==> src/rtl/fltbl_pkg.sv <==
// ============================================================================
// fltbl_pkg -- fuel level calibration table definitions
// Breakpoint table, field widths and the per-item flag bundle shared by the
// calibration pipeline.
// ============================================================================
package fltbl_pkg;

    localparam int CAL_POINTS = 21;
    localparam int NUM_SEG    = CAL_POINTS - 1;
    localparam int SEG_W      = $clog2(CAL_POINTS);

    localparam int RAW_W  = 16;   // sensor reading
    localparam int X_W    = 12;   // reading once known to be inside the table
    localparam int LVL_W  = 12;   // calibrated level
    localparam int DX_W   = 8;    // offset into a segment (widest segment is 237)
    localparam int DLVL_W = 8;    // level rise across one segment
    localparam int NUM_W  = DX_W + DLVL_W;

    // floor(n / d) == (n * ceil(2^K / d)) >> K holds for n < 2^NUM_W, d < 2^DX_W
    localparam int RECIP_SHIFT = NUM_W + DX_W;
    localparam int RECIP_W     = 19;
    localparam int PROD_W      = NUM_W + RECIP_W;
    localparam int Q_W         = DLVL_W;

    localparam int RAW_LIMIT  = 4096;
    localparam int FULL_LEVEL = 3900;

    localparam logic [X_W-1:0] CAL_RAW [CAL_POINTS] = '{
        12'd1,    12'd107,  12'd344,  12'd572,  12'd800,  12'd988,  12'd1193,
        12'd1400, 12'd1606, 12'd1803, 12'd2006, 12'd2206, 12'd2407, 12'd2608,
        12'd2804, 12'd3005, 12'd3202, 12'd3423, 12'd3600, 12'd3812, 12'd3863
    };

    localparam logic [LVL_W-1:0] CAL_LVL [CAL_POINTS] = '{
        12'd0,    12'd200,  12'd400,  12'd600,  12'd800,  12'd1000, 12'd1200,
        12'd1400, 12'd1600, 12'd1800, 12'd2000, 12'd2200, 12'd2400, 12'd2600,
        12'd2800, 12'd3000, 12'd3200, 12'd3400, 12'd3600, 12'd3800, 12'd3850
    };

    // Special cases that override the interpolated level
    typedef struct packed {
        logic oor;    // reading at or above the raw limit
        logic full;   // reading past the last breakpoint
        logic zero;   // reading of zero: extrapolation goes negative
    } flags_t;

endpackage

==> src/rtl/fuel_level_calibration_table.sv <==
// ============================================================================
// fuel_level_calibration_table -- raw fuel sensor count to calibrated level
// Five-stage pipeline doing piecewise linear interpolation over a fixed
// 21-point breakpoint table.
// ============================================================================
// The block takes one raw sensor count per cycle while in_stall is low and
// returns one calibrated level per item, in order. Each item passes
// through the five register stages in turn and its result is presented
// from the last of them, where out_valid marks it. Readings
// of 4096 or more return level 0 with out_of_range set; readings past the
// last breakpoint return the full-tank level 3900; a reading of zero
// returns 0. Otherwise the level is interpolated between the two enclosing
// breakpoints and truncated toward zero; the division by the segment width
// is an exact multiply by a per-segment reciprocal, so there is no divider
// and nothing iterates. Stages: (1) compare the reading against all
// breakpoints, (2) pick the segment and form the offset into it, (3)
// multiply by the segment's level rise, (4) multiply by the reciprocal of
// the segment width, (5) add the segment base level and apply the special
// cases. Each stage holds its own valid bit, so a stall on the output only
// holds the stages that are full and bubbles are squeezed out.
// ============================================================================
module fuel_level_calibration_table (
    input  logic                       clk,
    input  logic                       rst_n,
    input  logic                       in_valid,
    output logic                       in_stall,
    input  logic [fltbl_pkg::RAW_W-1:0] sensor_raw,
    output logic                       out_valid,
    input  logic                       out_stall,
    output logic [fltbl_pkg::LVL_W-1:0] fuel_level,
    output logic                       out_of_range
);
    import fltbl_pkg::*;

    // Per-segment constant tables, worked out at elaboration
    logic [DLVL_W-1:0]  dlvl_tab  [NUM_SEG];
    logic [RECIP_W-1:0] recip_tab [NUM_SEG];

    for (genvar g = 0; g < NUM_SEG; g++) begin : g_seg
        localparam int SegDen   = int'(CAL_RAW[g+1]) - int'(CAL_RAW[g]);
        localparam int SegRise  = int'(CAL_LVL[g+1]) - int'(CAL_LVL[g]);
        localparam int SegRecip = ((1 << RECIP_SHIFT) + SegDen - 1) / SegDen;
        assign dlvl_tab[g]  = DLVL_W'(SegRise);
        assign recip_tab[g] = RECIP_W'(SegRecip);
    end

    // Stage valid bits and advance enables: a stage loads when it is empty
    // or the stage after it loads too.
    logic v1_reg, v2_reg, v3_reg, v4_reg, v5_reg;
    logic en1, en2, en3, en4, en5;

    assign en5 = !v5_reg || !out_stall;
    assign en4 = !v4_reg || en5;
    assign en3 = !v3_reg || en4;
    assign en2 = !v2_reg || en3;
    assign en1 = !v1_reg || en2;

    assign in_stall = !en1;

    always_ff @(posedge clk or negedge rst_n)
    begin
        if (!rst_n)
        begin
            v1_reg <= 1'b0;
            v2_reg <= 1'b0;
            v3_reg <= 1'b0;
            v4_reg <= 1'b0;
            v5_reg <= 1'b0;
        end
        else
        begin
            if (en1) v1_reg <= in_valid;
            if (en2) v2_reg <= v1_reg;
            if (en3) v3_reg <= v2_reg;
            if (en4) v4_reg <= v3_reg;
            if (en5) v5_reg <= v4_reg;
        end
    end

    // ---------------- Stage 1: breakpoint compares ----------------
    // Bit k of the thermometer is set when the reading lies above breakpoint
    // k; bit 0 is always set so readings at or below breakpoint 1 use the
    // first segment.
    logic [NUM_SEG-1:0] s1_thermo_next, s1_thermo_reg;
    logic [X_W-1:0]     s1_x_reg;
    flags_t             s1_flags_next, s1_flags_reg;

    always_comb
    begin
        s1_thermo_next[0] = 1'b1;
        for (int k = 1; k < NUM_SEG; k++)
        begin
            s1_thermo_next[k] = sensor_raw > RAW_W'(CAL_RAW[k]);
        end
        s1_flags_next.oor  = sensor_raw >= RAW_W'(RAW_LIMIT);
        s1_flags_next.full = !s1_flags_next.oor &&
                             (sensor_raw > RAW_W'(CAL_RAW[CAL_POINTS-1]));
        s1_flags_next.zero = sensor_raw == '0;
    end

    always_ff @(posedge clk)
    begin
        if (en1)
        begin
            s1_thermo_reg <= s1_thermo_next;
            s1_x_reg      <= sensor_raw[X_W-1:0];
            s1_flags_reg  <= s1_flags_next;
        end
    end

    // ---------------- Stage 2: segment select, offset ----------------
    logic [SEG_W-1:0] s2_seg_next, s2_seg_reg;
    logic [X_W-1:0]   s2_diff;
    logic [DX_W-1:0]  s2_dx_reg;
    flags_t           s2_flags_reg;

    always_comb
    begin
        // Top set bit of the thermometer is the segment index
        s2_seg_next = '0;
        for (int k = 0; k < NUM_SEG; k++)
        begin
            if (s1_thermo_reg[k])
            begin
                s2_seg_next = SEG_W'(k);
            end
        end
        s2_diff = s1_x_reg - CAL_RAW[s2_seg_next];
    end

    always_ff @(posedge clk)
    begin
        if (en2)
        begin
            s2_seg_reg   <= s2_seg_next;
            s2_dx_reg    <= s2_diff[DX_W-1:0];
            s2_flags_reg <= s1_flags_reg;
        end
    end

    // ---------------- Stage 3: offset times level rise ----------------
    logic [SEG_W-1:0] s3_seg_reg;
    logic [NUM_W-1:0] s3_num_next, s3_num_reg;
    flags_t           s3_flags_reg;

    assign s3_num_next = NUM_W'(s2_dx_reg) * NUM_W'(dlvl_tab[s2_seg_reg]);

    always_ff @(posedge clk)
    begin
        if (en3)
        begin
            s3_seg_reg   <= s2_seg_reg;
            s3_num_reg   <= s3_num_next;
            s3_flags_reg <= s2_flags_reg;
        end
    end

    // ---------------- Stage 4: divide by segment width ----------------
    logic [SEG_W-1:0]  s4_seg_reg;
    logic [PROD_W-1:0] s4_prod;
    logic [Q_W-1:0]    s4_q_reg;
    flags_t            s4_flags_reg;

    assign s4_prod = PROD_W'(s3_num_reg) * PROD_W'(recip_tab[s3_seg_reg]);

    always_ff @(posedge clk)
    begin
        if (en4)
        begin
            s4_seg_reg   <= s3_seg_reg;
            s4_q_reg     <= s4_prod[RECIP_SHIFT +: Q_W];
            s4_flags_reg <= s3_flags_reg;
        end
    end

    // ---------------- Stage 5: base level, special cases ----------------
    logic [LVL_W-1:0] level_next, level_reg;
    logic             oor_reg;

    always_comb
    begin
        if (s4_flags_reg.oor || s4_flags_reg.zero)
        begin
            level_next = '0;
        end
        else if (s4_flags_reg.full)
        begin
            level_next = LVL_W'(FULL_LEVEL);
        end
        else
        begin
            level_next = CAL_LVL[s4_seg_reg] + LVL_W'(s4_q_reg);
        end
    end

    always_ff @(posedge clk)
    begin
        if (en5)
        begin
            level_reg <= level_next;
            oor_reg   <= s4_flags_reg.oor;
        end
    end

    assign out_valid    = v5_reg;
    assign fuel_level   = level_reg;
    assign out_of_range = oor_reg;

endmodule
==> config.mk <==
export PLATFORM = sky130hd
export DESIGN_NAME = fuel_level_calibration_table
export DESIGN_NICKNAME = d
export VERILOG_FILES = /design/src/rtl/fltbl_pkg.sv /design/src/rtl/fuel_level_calibration_table.sv
export SDC_FILE = /design/constraint.sdc
export NUM_CORES = 1
export LEC_CHECK = 0
export BUFFER_PORTS_ARGS = -buffer_cell sky130_fd_sc_hd__buf_2
export CORE_AREA = 5 5 170 188
export DETAILED_ROUTE_END_ITERATION = 6
export DIE_AREA = 0 0 175 193
export GPL_ROUTABILITY_DRIVEN = 1
export GPL_TIMING_DRIVEN = 0
export MAX_ROUTING_LAYER = met4
export PLACE_DENSITY = 0.69
export SLEW_MARGIN = 20
export SYNTH_ARGS = -nofsm -noshare
export SYNTH_HDL_FRONTEND = slang
export SYNTH_SLANG_ARGS = --single-unit
==> constraint.sdc <==
create_clock -name clk -period 10.1 [get_ports clk]
set_input_delay 0.505 -clock clk [delete_from_list [all_inputs] [get_ports clk]]
set_output_delay 0.505 -clock clk [all_outputs]
set_load 0.02 [all_outputs]
==> summary.txt, run 1 <==
Run status
  – Status: finished clean

CTS
  – Number of buffers inserted by post-CTS setup repair: 0
  – Clk pin slew, worst setup/hold paths: 0.08 ns
  – Insertion delay of the later-clocked pin in the worst-skew pair: 0.36 ns
  – Hold_buf cts: 1
  – Root buffer cell: sky130_fd_sc_hd__clkbuf_16
  – H-tree depth: 3
  – Clock tree from TritonCTS: done
  – Number of buffers created by CTS: 9
  – Quantity of gates resized following cts: 0
  – Clock sinks: 103
  – CTS max path bufs: 2

Setup path
  – Count of cells along the worst register-to-register path: 25
  – Worst r2r src: s3_seg_reg[1]
  – Kind of start point of the critical path: register
  – Worst Path Required: 10.21 ns
  – Worst endpoint data arrival time: 8.78 ns
  – Setup crit end kind: register
  – Critical R2R Capture: s4_q_reg[4]
  – Worst Setup EP: s4_q_reg[4]
  – First element of the critical path: s3_seg_reg[1]
  – Largest driver fanout on the critical path: 10
  – Worst reg2reg setup slack: 1.44 ns
  – Startpoint-to-endpoint class of the critical path: register to register

Cells and area
  – Most frequent standard cell in the layout excluding fill and tap cells: sky130_fd_sc_hd__inv_1
  – Layout overhead on the synthesized area: 6.473%
  – Multi-input combinational cell area: 10950 µm²
  – # diodes: 0
  – Number of inserted filler cells in the final layout: 2714
  – Nets: 2099
  – Area of all placed cells without fillers: 16550 µm²
  – Commonest cells after routing, fill and taps aside: 340 x sky130_fd_sc_hd__inv_1, 225 x sky130_fd_sc_hd__fa_1, 181 x sky130_fd_sc_hd__ha_1
  – Layout cells sized above 1: 0.04470
  – Number of flip-flops under the largest register name: 19
  – Area used by sequential logic in the layout: 3068 µm²
  – Util after Layout: 0.5514
  – Non-Filler Instances: 2057

Drt
  – First-pass DRT Iterations: 5
  – DR WL/cell: 17.02 µm
  – Residual antenna-violating net count after detailed routing: 0
  – Via count: 11.03k
  – Number of design-rule violations left by the first detailed-router iteration: 610
  – Routed via count divided by cell count: 5.364
  – Detailed-route DRC error count: 0
  – Total routed wirelength: 35010 µm

Timing
  – Portion of the clock cycle consumed by the worst path in the final layout: 0.8578
  – Worst clock skew on the final layout: 0.01070 ns
  – Worst rel slew slack: 0.2811
  – Setup repair after global routing missed its margin: no
  – Final-report max-slew violation count: 0
  – Final hold viol count: 0
  – Fmax: 115.4 MHz
  – Number of setup violations in the final report: 0
  – Clock period minus final worst setup slack: 8.664 ns
  – Sum of negative setup slack: 0 ns
  – Slew of the pin with the lowest slew margin: 1.069 ns

Placement
  – Global placer's final weighted congestion: 0.9989
  – Port Buffer Count: 34
  – Number of placed instances with taps included: 2040
  – Area after DPL: 16210 µm²
  – Dpl hpwl: 29040 µm

Synthesis
  – Synth cell types: 63
  – Sequential share of the synthesized area: 0.1974
  – Synthesized netlist net count: 2051
  – Share of async-settable or async-resettable flops after synthesis: 0.04854
  – Mapped Avg Cell Area: 9.565 µm²
  – Cell area after synthesis: 15540 µm²
  – Number of enable flip-flop cells after synthesis: 98
  – FF+latch count, synth: 103
  – Most common flop cell mapped by yosys: sky130_fd_sc_hd__edfxtp_1
  – Synthesized instance count: 1625
  – Warnings, synthesis: 0

Global routing
  – Pin count of the biggest net entering global routing: 25
  – Vias in the first global route: 12.00k
  – Initial antenna violation count: 0
  – Overflow left after global routing: 0
  – Total routing usage reported by global routing: 0.2242
  – First-pass GRT wire length: 58880 µm

Floorplanning
  – Die width: 175 µm
  – Die Height: 193 µm
  – Starting density of the core: 0.5179
  – Total core area: 30010 µm²
  – Top-level port count: 35
  – Site Rows: 67
  – Area of the die: 33780 µm²

Worst hold path
  – Path class of the lowest-slack min-delay path: input pin to register

Job
  – Count of maximum capacitance violations: 0
==> metal layers <==
layer  vias up  routed length [µm]  track usage
met1      5460               14180       0.2636
met3        77                1505      0.02750
met2       278               17880       0.3930
met4         0                1446      0.09550
li1       5219                   -            -
met5         -                   0            -
==> synthesized netlist by cell type (3+ instances only) <==
cell type                   instances  share of area
sky130_fd_sc_hd__o22a_1             3         0.0017
sky130_fd_sc_hd__or2_2              5         0.0020
sky130_fd_sc_hd__nand2b_1          20         0.0081
sky130_fd_sc_hd__o21ai_0           38          0.012
sky130_fd_sc_hd__o21bai_1          10         0.0048
sky130_fd_sc_hd__o22ai_1            6         0.0024
sky130_fd_sc_hd__a21oi_1           36          0.012
sky130_fd_sc_hd__ha_1             181           0.15
sky130_fd_sc_hd__dfrtp_1            5         0.0081
sky130_fd_sc_hd__and2_1           165          0.066
sky130_fd_sc_hd__fa_1             225           0.29
sky130_fd_sc_hd__xor2_1            11         0.0062
sky130_fd_sc_hd__inv_1            340          0.082
sky130_fd_sc_hd__o21a_1            15         0.0072
sky130_fd_sc_hd__and3_1            13         0.0052
sky130_fd_sc_hd__nand4_1            6         0.0024
sky130_fd_sc_hd__nand3_1           15         0.0048
sky130_fd_sc_hd__a41oi_1            3         0.0017
sky130_fd_sc_hd__or3_1              7         0.0028
sky130_fd_sc_hd__nand2_1          160          0.039
sky130_fd_sc_hd__nor2_1            52          0.013
sky130_fd_sc_hd__mux2i_1           10         0.0064
sky130_fd_sc_hd__buf_1              4        0.00097
sky130_fd_sc_hd__a31oi_1            7         0.0028
sky130_fd_sc_hd__a2111oi_0          3         0.0017
sky130_fd_sc_hd__edfxtp_1          98           0.19
sky130_fd_sc_hd__a21boi_0           4         0.0019
sky130_fd_sc_hd__a211oi_1          10         0.0048
sky130_fd_sc_hd__clkbuf_1          54          0.013
sky130_fd_sc_hd__o31ai_1            5         0.0024
sky130_fd_sc_hd__xnor2_1           29          0.016
sky130_fd_sc_hd__nor2b_1           12         0.0048
sky130_fd_sc_hd__nor3_1            15         0.0048
sky130_fd_sc_hd__nor4_1             6         0.0024
sky130_fd_sc_hd__a22oi_1            3         0.0014
sky130_fd_sc_hd__a21o_1            10         0.0048
==> logic make-up after synthesis <==
family	share of synthesized area
AOI/OAI and AO/OA	0.07479
xor gates and xnor gates	0.02254
DFF	0.1974
and+or+nand+nor	0.1627
muxes	0.008855
adders and majority gates	0.4355
buffers and inverters	0.09821
==> through the flow <==
| stage | hold slack, ns | setup slack (ns) |
|---|---|---|
| floorplan | 0.2094 | 3.091 |
| global placement | 0.3193 | 1.478 |
| detailed placement | 0.3292 | 1.427 |
| CTS | 0.3144 | 1.413 |
| global route | 0.3206 | 1.005 |
| finish | 0.3321 | 1.436 |
==> worst min path at each step <==
stage,from,end,depth (start not counted)
after floorplan,rst_n,out_valid,0
after global placement,rst_n,out_valid,1
after detailed placement,rst_n,out_valid,1
after CTS,in_valid,v1_reg,2
after global routing,in_valid,v1_reg,2
final,in_valid,v1_reg,2
==> worst max-delay path: stages (launching register included) <==
cell,delay (ns)
sky130_fd_sc_hd__edfxtp_1,0.54
sky130_fd_sc_hd__inv_1,0.24
sky130_fd_sc_hd__ha_1,0.36
sky130_fd_sc_hd__and3_1,0.20
sky130_fd_sc_hd__a21oi_1,0.04
sky130_fd_sc_hd__o21ai_0,0.81
sky130_fd_sc_hd__clkbuf_1,0.52
sky130_fd_sc_hd__nand2_1,0.16
sky130_fd_sc_hd__fa_1,0.55
sky130_fd_sc_hd__inv_1,0.05
sky130_fd_sc_hd__fa_1,0.52
sky130_fd_sc_hd__fa_1,0.47
sky130_fd_sc_hd__fa_1,0.54
sky130_fd_sc_hd__fa_1,0.55
sky130_fd_sc_hd__inv_1,0.06
sky130_fd_sc_hd__fa_1,0.53
sky130_fd_sc_hd__inv_1,0.04
sky130_fd_sc_hd__ha_1,0.30
sky130_fd_sc_hd__a21oi_1,0.17
sky130_fd_sc_hd__nor2_1,0.06
sky130_fd_sc_hd__or4_1,0.46
sky130_fd_sc_hd__a21oi_1,0.48
sky130_fd_sc_hd__a31oi_4,0.23
sky130_fd_sc_hd__a21o_1,0.25
sky130_fd_sc_hd__a21oi_1,0.18
sky130_fd_sc_hd__xnor2_1,0.09
==> final cells by class <==
type	count	share of cell area
Multi-Input combinational cell	1120	0.6620
Sequential cell	103	0.1854
Inverter	340	0.07712
Tap cell	379	0.02866
Buffer	62	0.01512
Clock buffer	9	0.01361
Timing Repair Buffer	37	0.01225
Clock inverter	7	0.005897
Power of run 1 is left out: the tool's default activity adds up to more than one toggle a clock period on the data nets, which glitch-free logic cannot reach.
==> run 2: changes to the inputs <==
--- a/config.mk
+++ b/config.mk
@@ -5,14 +5,15 @@
 export SDC_FILE = /design/constraint.sdc
 export NUM_CORES = 1
 export LEC_CHECK = 0
+export ABC_AREA = 1
 export BUFFER_PORTS_ARGS = -buffer_cell sky130_fd_sc_hd__buf_2
-export CORE_AREA = 5 5 170 188
+export CORE_AREA = 5 5 172 191
 export DETAILED_ROUTE_END_ITERATION = 6
-export DIE_AREA = 0 0 175 193
+export DIE_AREA = 0 0 177 196
 export GPL_ROUTABILITY_DRIVEN = 1
 export GPL_TIMING_DRIVEN = 0
 export MAX_ROUTING_LAYER = met4
-export PLACE_DENSITY = 0.69
+export PLACE_DENSITY = 0.68
 export SLEW_MARGIN = 20
 export SYNTH_ARGS = -nofsm -noshare
 export SYNTH_HDL_FRONTEND = slang
==> run 2 against run 1 <==
- utilization fell by 0.050 points
- clock skew rose by 0.0063 ns
- register-to-register slack improved by 0.71 ns
- worst hold slack barely moved
- design area rose by 2.5%
- via count rose by 14%
- first-iteration DRC count rose by 29%
- non-clock buffer count fell by 35
- synthesized cell count rose by 18%
- worst setup slack improved by 0.71 ns
- die area rose by 2.7%
- final cell count rose by 16%
- largest cell class unchanged
==> summary.txt, run 2 <==
Setup path
  – Worst endpoint data arrival time: 8.07 ns (-0.71 ns)
  – Count of cells along the worst register-to-register path: 31 (+24%)
  – Slowest cell on the critical path: sky130_fd_sc_hd__edfxtp_1
  – Largest driver fanout on the critical path: 12 (+2)
  – First element of the critical path: s3_seg_reg[1]
  – Cell repeated most along the worst path: sky130_fd_sc_hd__inv_1
  – Startpoint-to-endpoint class of the critical path: register to register
  – Critical R2R Capture: s4_q_reg[6]
  – Worst r2r src: s3_seg_reg[1]
  – Worst Path Required: 10.22 ns (about the same)
  – Setup crit end kind: register
  – Kind of start point of the critical path: register
  – Worst reg2reg setup slack: 2.14 ns (+0.71 ns)
  – CP max stage delay: 0.63 ns (-0.18 ns)

Drt
  – Total routed wirelength: 40740 µm (+16%)
  – DR WL/cell: 17.03 µm (about the same)
  – First-pass DRT Iterations: 5 (unchanged)
  – Residual antenna-violating net count after detailed routing: 0 (unchanged)
  – Via count: 12.53k (+14%)
  – Detailed-route DRC error count: 0 (unchanged)
  – Routed via count divided by cell count: 5.237 (-2.4%)
  – Number of design-rule violations left by the first detailed-router iteration: 784 (+29%)

Cells and area
  – Multi-input combinational cell area: 10870 µm² (-0.74%)
  – Area of all placed cells without fillers: 16970 µm² (+2.5%)
  – Layout overhead on the synthesized area: 6.302%
  – Area used by sequential logic in the layout: 3068 µm² (unchanged)
  – Commonest cells after routing, fill and taps aside: 494 x sky130_fd_sc_hd__inv_1, 308 x sky130_fd_sc_hd__nand2_1, 269 x sky130_fd_sc_hd__nor2_1
  – Nets: 2394 (+14%)
  – Number of flip-flops under the largest register name: 19 (unchanged)
  – Most frequent standard cell in the layout excluding fill and tap cells: sky130_fd_sc_hd__inv_1
  – Layout cells sized above 1: 0.04055 (-0.004149)
  – Number of inserted filler cells in the final layout: 2939 (+8.3%)
  – # diodes: 0 (unchanged)

Timing
  – Setup repair after global routing missed its margin: no
  – Portion of the clock cycle consumed by the worst path in the final layout: 0.7877 (-0.07010)
  – Worst rel slew slack: 0.3480 (+0.06683)
  – Number of setup violations in the final report: 0 (unchanged)
  – Sum of negative setup slack: 0 ns (unchanged)
  – Worst path setup slack after routing: 2.144 ns (+0.7080 ns)
  – Fmax: 125.7 MHz (+8.9%)
  – Final hold viol count: 0 (unchanged)
  – Clock period minus final worst setup slack: 7.956 ns (-0.7080 ns)
  – Slew of the pin with the lowest slew margin: 0.9720 ns (-0.09712 ns)
  – Worst clock skew on the final layout: 0.01701 ns (+0.006315 ns)
  – Final-report max-slew violation count: 0 (unchanged)

Synthesis
  – Share of async-settable or async-resettable flops after synthesis: 0.04854 (unchanged)
  – Library cell with the highest instance count after synthesis: sky130_fd_sc_hd__inv_1
  – Mapped Avg Cell Area: 8.292 µm² (-13%)
  – Cell area after synthesis: 15960 µm² (+2.7%)
  – Warnings, synthesis: 0 (unchanged)
  – Synthesized netlist net count: 2351 (+15%)
  – Most common flop cell mapped by yosys: sky130_fd_sc_hd__edfxtp_1
  – Most frequent cells after synthesis: 495 x sky130_fd_sc_hd__inv_1, 308 x sky130_fd_sc_hd__nand2_1, 269 x sky130_fd_sc_hd__nor2_1
  – Fraction of post-synthesis cell area in the top cell type by area: 0.2822 (-0.007610)
  – Biggest area consumer among synthesized cells: sky130_fd_sc_hd__fa_1
  – Largest cells by area after synthesis: sky130_fd_sc_hd__fa_1 28%, sky130_fd_sc_hd__edfxtp_1 18%, sky130_fd_sc_hd__ha_1 14%
  – FF+latch count, synth: 103 (unchanged)
  – Number of enable flip-flop cells after synthesis: 98 (unchanged)
  – Sequential share of the synthesized area: 0.1922 (-0.005184)
  – Synth cell types: 56 (-11%)
  – Synthesized instance count: 1925 (+18%)

Placement
  – Port Buffer Count: 31 (-8.8%)
  – Global placer's final weighted congestion: 1.009 (+1.0%)
  – Area after DPL: 16640 µm² (+2.7%)
  – Worst-case setup slack after placement: 1.905 ns (+0.4783 ns)
  – Dpl hpwl: 34130 µm (+18%)

Worst hold path
  – Start point of the worst hold path: in_valid
  – Number of instances on the worst hold path: 2 (unchanged)
  – Path class of the lowest-slack min-delay path: input pin to register
  – Worst Hold Path EP: v1_reg

Global routing
  – Initial antenna violation count: 0 (unchanged)
  – Overflow left after global routing: 0 (unchanged)
  – First-pass GRT wire length: 66480 µm (+13%)
  – Pin count of the biggest net entering global routing: 31 (+24%)
  – Total routing usage reported by global routing: 0.2506 (+0.02635)
  – Vias in the first global route: 13.08k (+9.1%)

Floorplanning
  – Starting density of the core: 0.5182 (about the same)
  – Die width: 177 µm (+1.1%)
  – Die Height: 196 µm (+1.6%)
  – Total core area: 30800 µm² (+2.6%)
  – Top-level port count: 35 (unchanged)
  – Area of the die: 34690 µm² (+2.7%)
  – Site Rows: 68 (+1.5%)

CTS
  – Number of buffers created by CTS: 9 (unchanged)
  – Clk pin slew, worst setup/hold paths: 0.08 ns (about the same)
  – H-tree depth: 3 (unchanged)
  – CTS max path bufs: 2 (unchanged)
  – Root buffer cell: sky130_fd_sc_hd__clkbuf_16
  – Clock sinks: 103 (unchanged)
  – Clock tree from TritonCTS: done
  – Insertion delay of the later-clocked pin in the worst-skew pair: 0.36 ns (about the same)
  – Quantity of gates resized following cts: 0 (unchanged)

Job
  – Count of maximum capacitance violations: 0 (unchanged)

Run status
  – Status: finished clean
[run 2: cell types whose count changed after synthesis, moves of 14 or more]
cell	previous run	this run
sky130_fd_sc_hd__inv_1	340	495
sky130_fd_sc_hd__xnor2_1	29	7
sky130_fd_sc_hd__and2_1	165	0
sky130_fd_sc_hd__nand2b_1	20	0
sky130_fd_sc_hd__clkbuf_1	54	23
sky130_fd_sc_hd__nand2_1	160	308
sky130_fd_sc_hd__xor2_1	11	30
sky130_fd_sc_hd__nor2_1	52	269
sky130_fd_sc_hd__nand3_1	15	42
sky130_fd_sc_hd__a21oi_1	36	58
sky130_fd_sc_hd__o21ai_0	38	52
[run 2: worst max-delay path, delay by kind of cell (launching register included)]
| kind | cells | cell delay [ns] |
|---|---|---|
| AND/OR/NAND/NOR | 9 | 1.05 |
| buffers and inverters | 8 | 0.92 |
| AO/OA/AOI/OAI | 5 | 1.27 |
| adder cells (fa/ha/maj) | 8 | 3.68 |
| flip-flops | 1 | 0.63 |
| XOR/XNOR | 1 | 0.14 |
[run 2: worst max-delay path by stage]
stage                             end  slack (ns)  cells after the start
after floorplan           s4_q_reg[6]        3.42                     31
after global placement    s4_q_reg[6]        1.85                     31
after detailed placement  s4_q_reg[6]        1.90                     31
after CTS                 s4_q_reg[6]        1.87                     31
after global routing      s4_q_reg[6]        1.69                     31
final                     s4_q_reg[6]        2.14                     31
[run 2: what timing repair did]
item                                    CTS  global route
setup buffers                             0             0
hold endpoints to repair                  5             0
endpoints found under the setup margin    0             0
hold buffers                              1             0
[run 2: logic make-up after synthesis]
logic type	synth area share
compound gates	0.06381
xor+xnor	0.02030
fa+ha+maj	0.4241
buf+inv	0.1268
flops	0.1922
simple gates	0.1728
[run 2: per-stage QoR]
stage,std cells,util,hold slack [ns]
floorplan,1925,-,0.2094
global placement,2376,0.5403,0.3256
detailed placement,2376,0.5403,0.3297
CTS,2393,0.5508,0.3209
global route,2393,0.5509,0.3204
finish,2393,0.5509,0.3324
[run 2: metal layers]
| metal | global-route usage | up-vias | part of all wire |
|---|---|---|---|
| li1 | - | 5967 | - |
| met4 | 0.1290 | 0 | 0.060 |
| met5 | - | - | 0 |
| met1 | 0.2885 | 6121 | 0.38 |
| met3 | 0.02197 | 101 | 0.043 |
| met2 | 0.4365 | 343 | 0.51 |
[run 2: cell type report]
class                   count  share of cell area
clock buffers               9             0.01327
flip-flops and latches    103              0.1808
repair buffers             32            0.009734
multi-input cells        1288              0.6408
well taps                 420             0.03097
clock inverters             7            0.005088
inverters                 502              0.1112
plain buffers              32            0.008112
Power of run 2 is left out for the same reason.
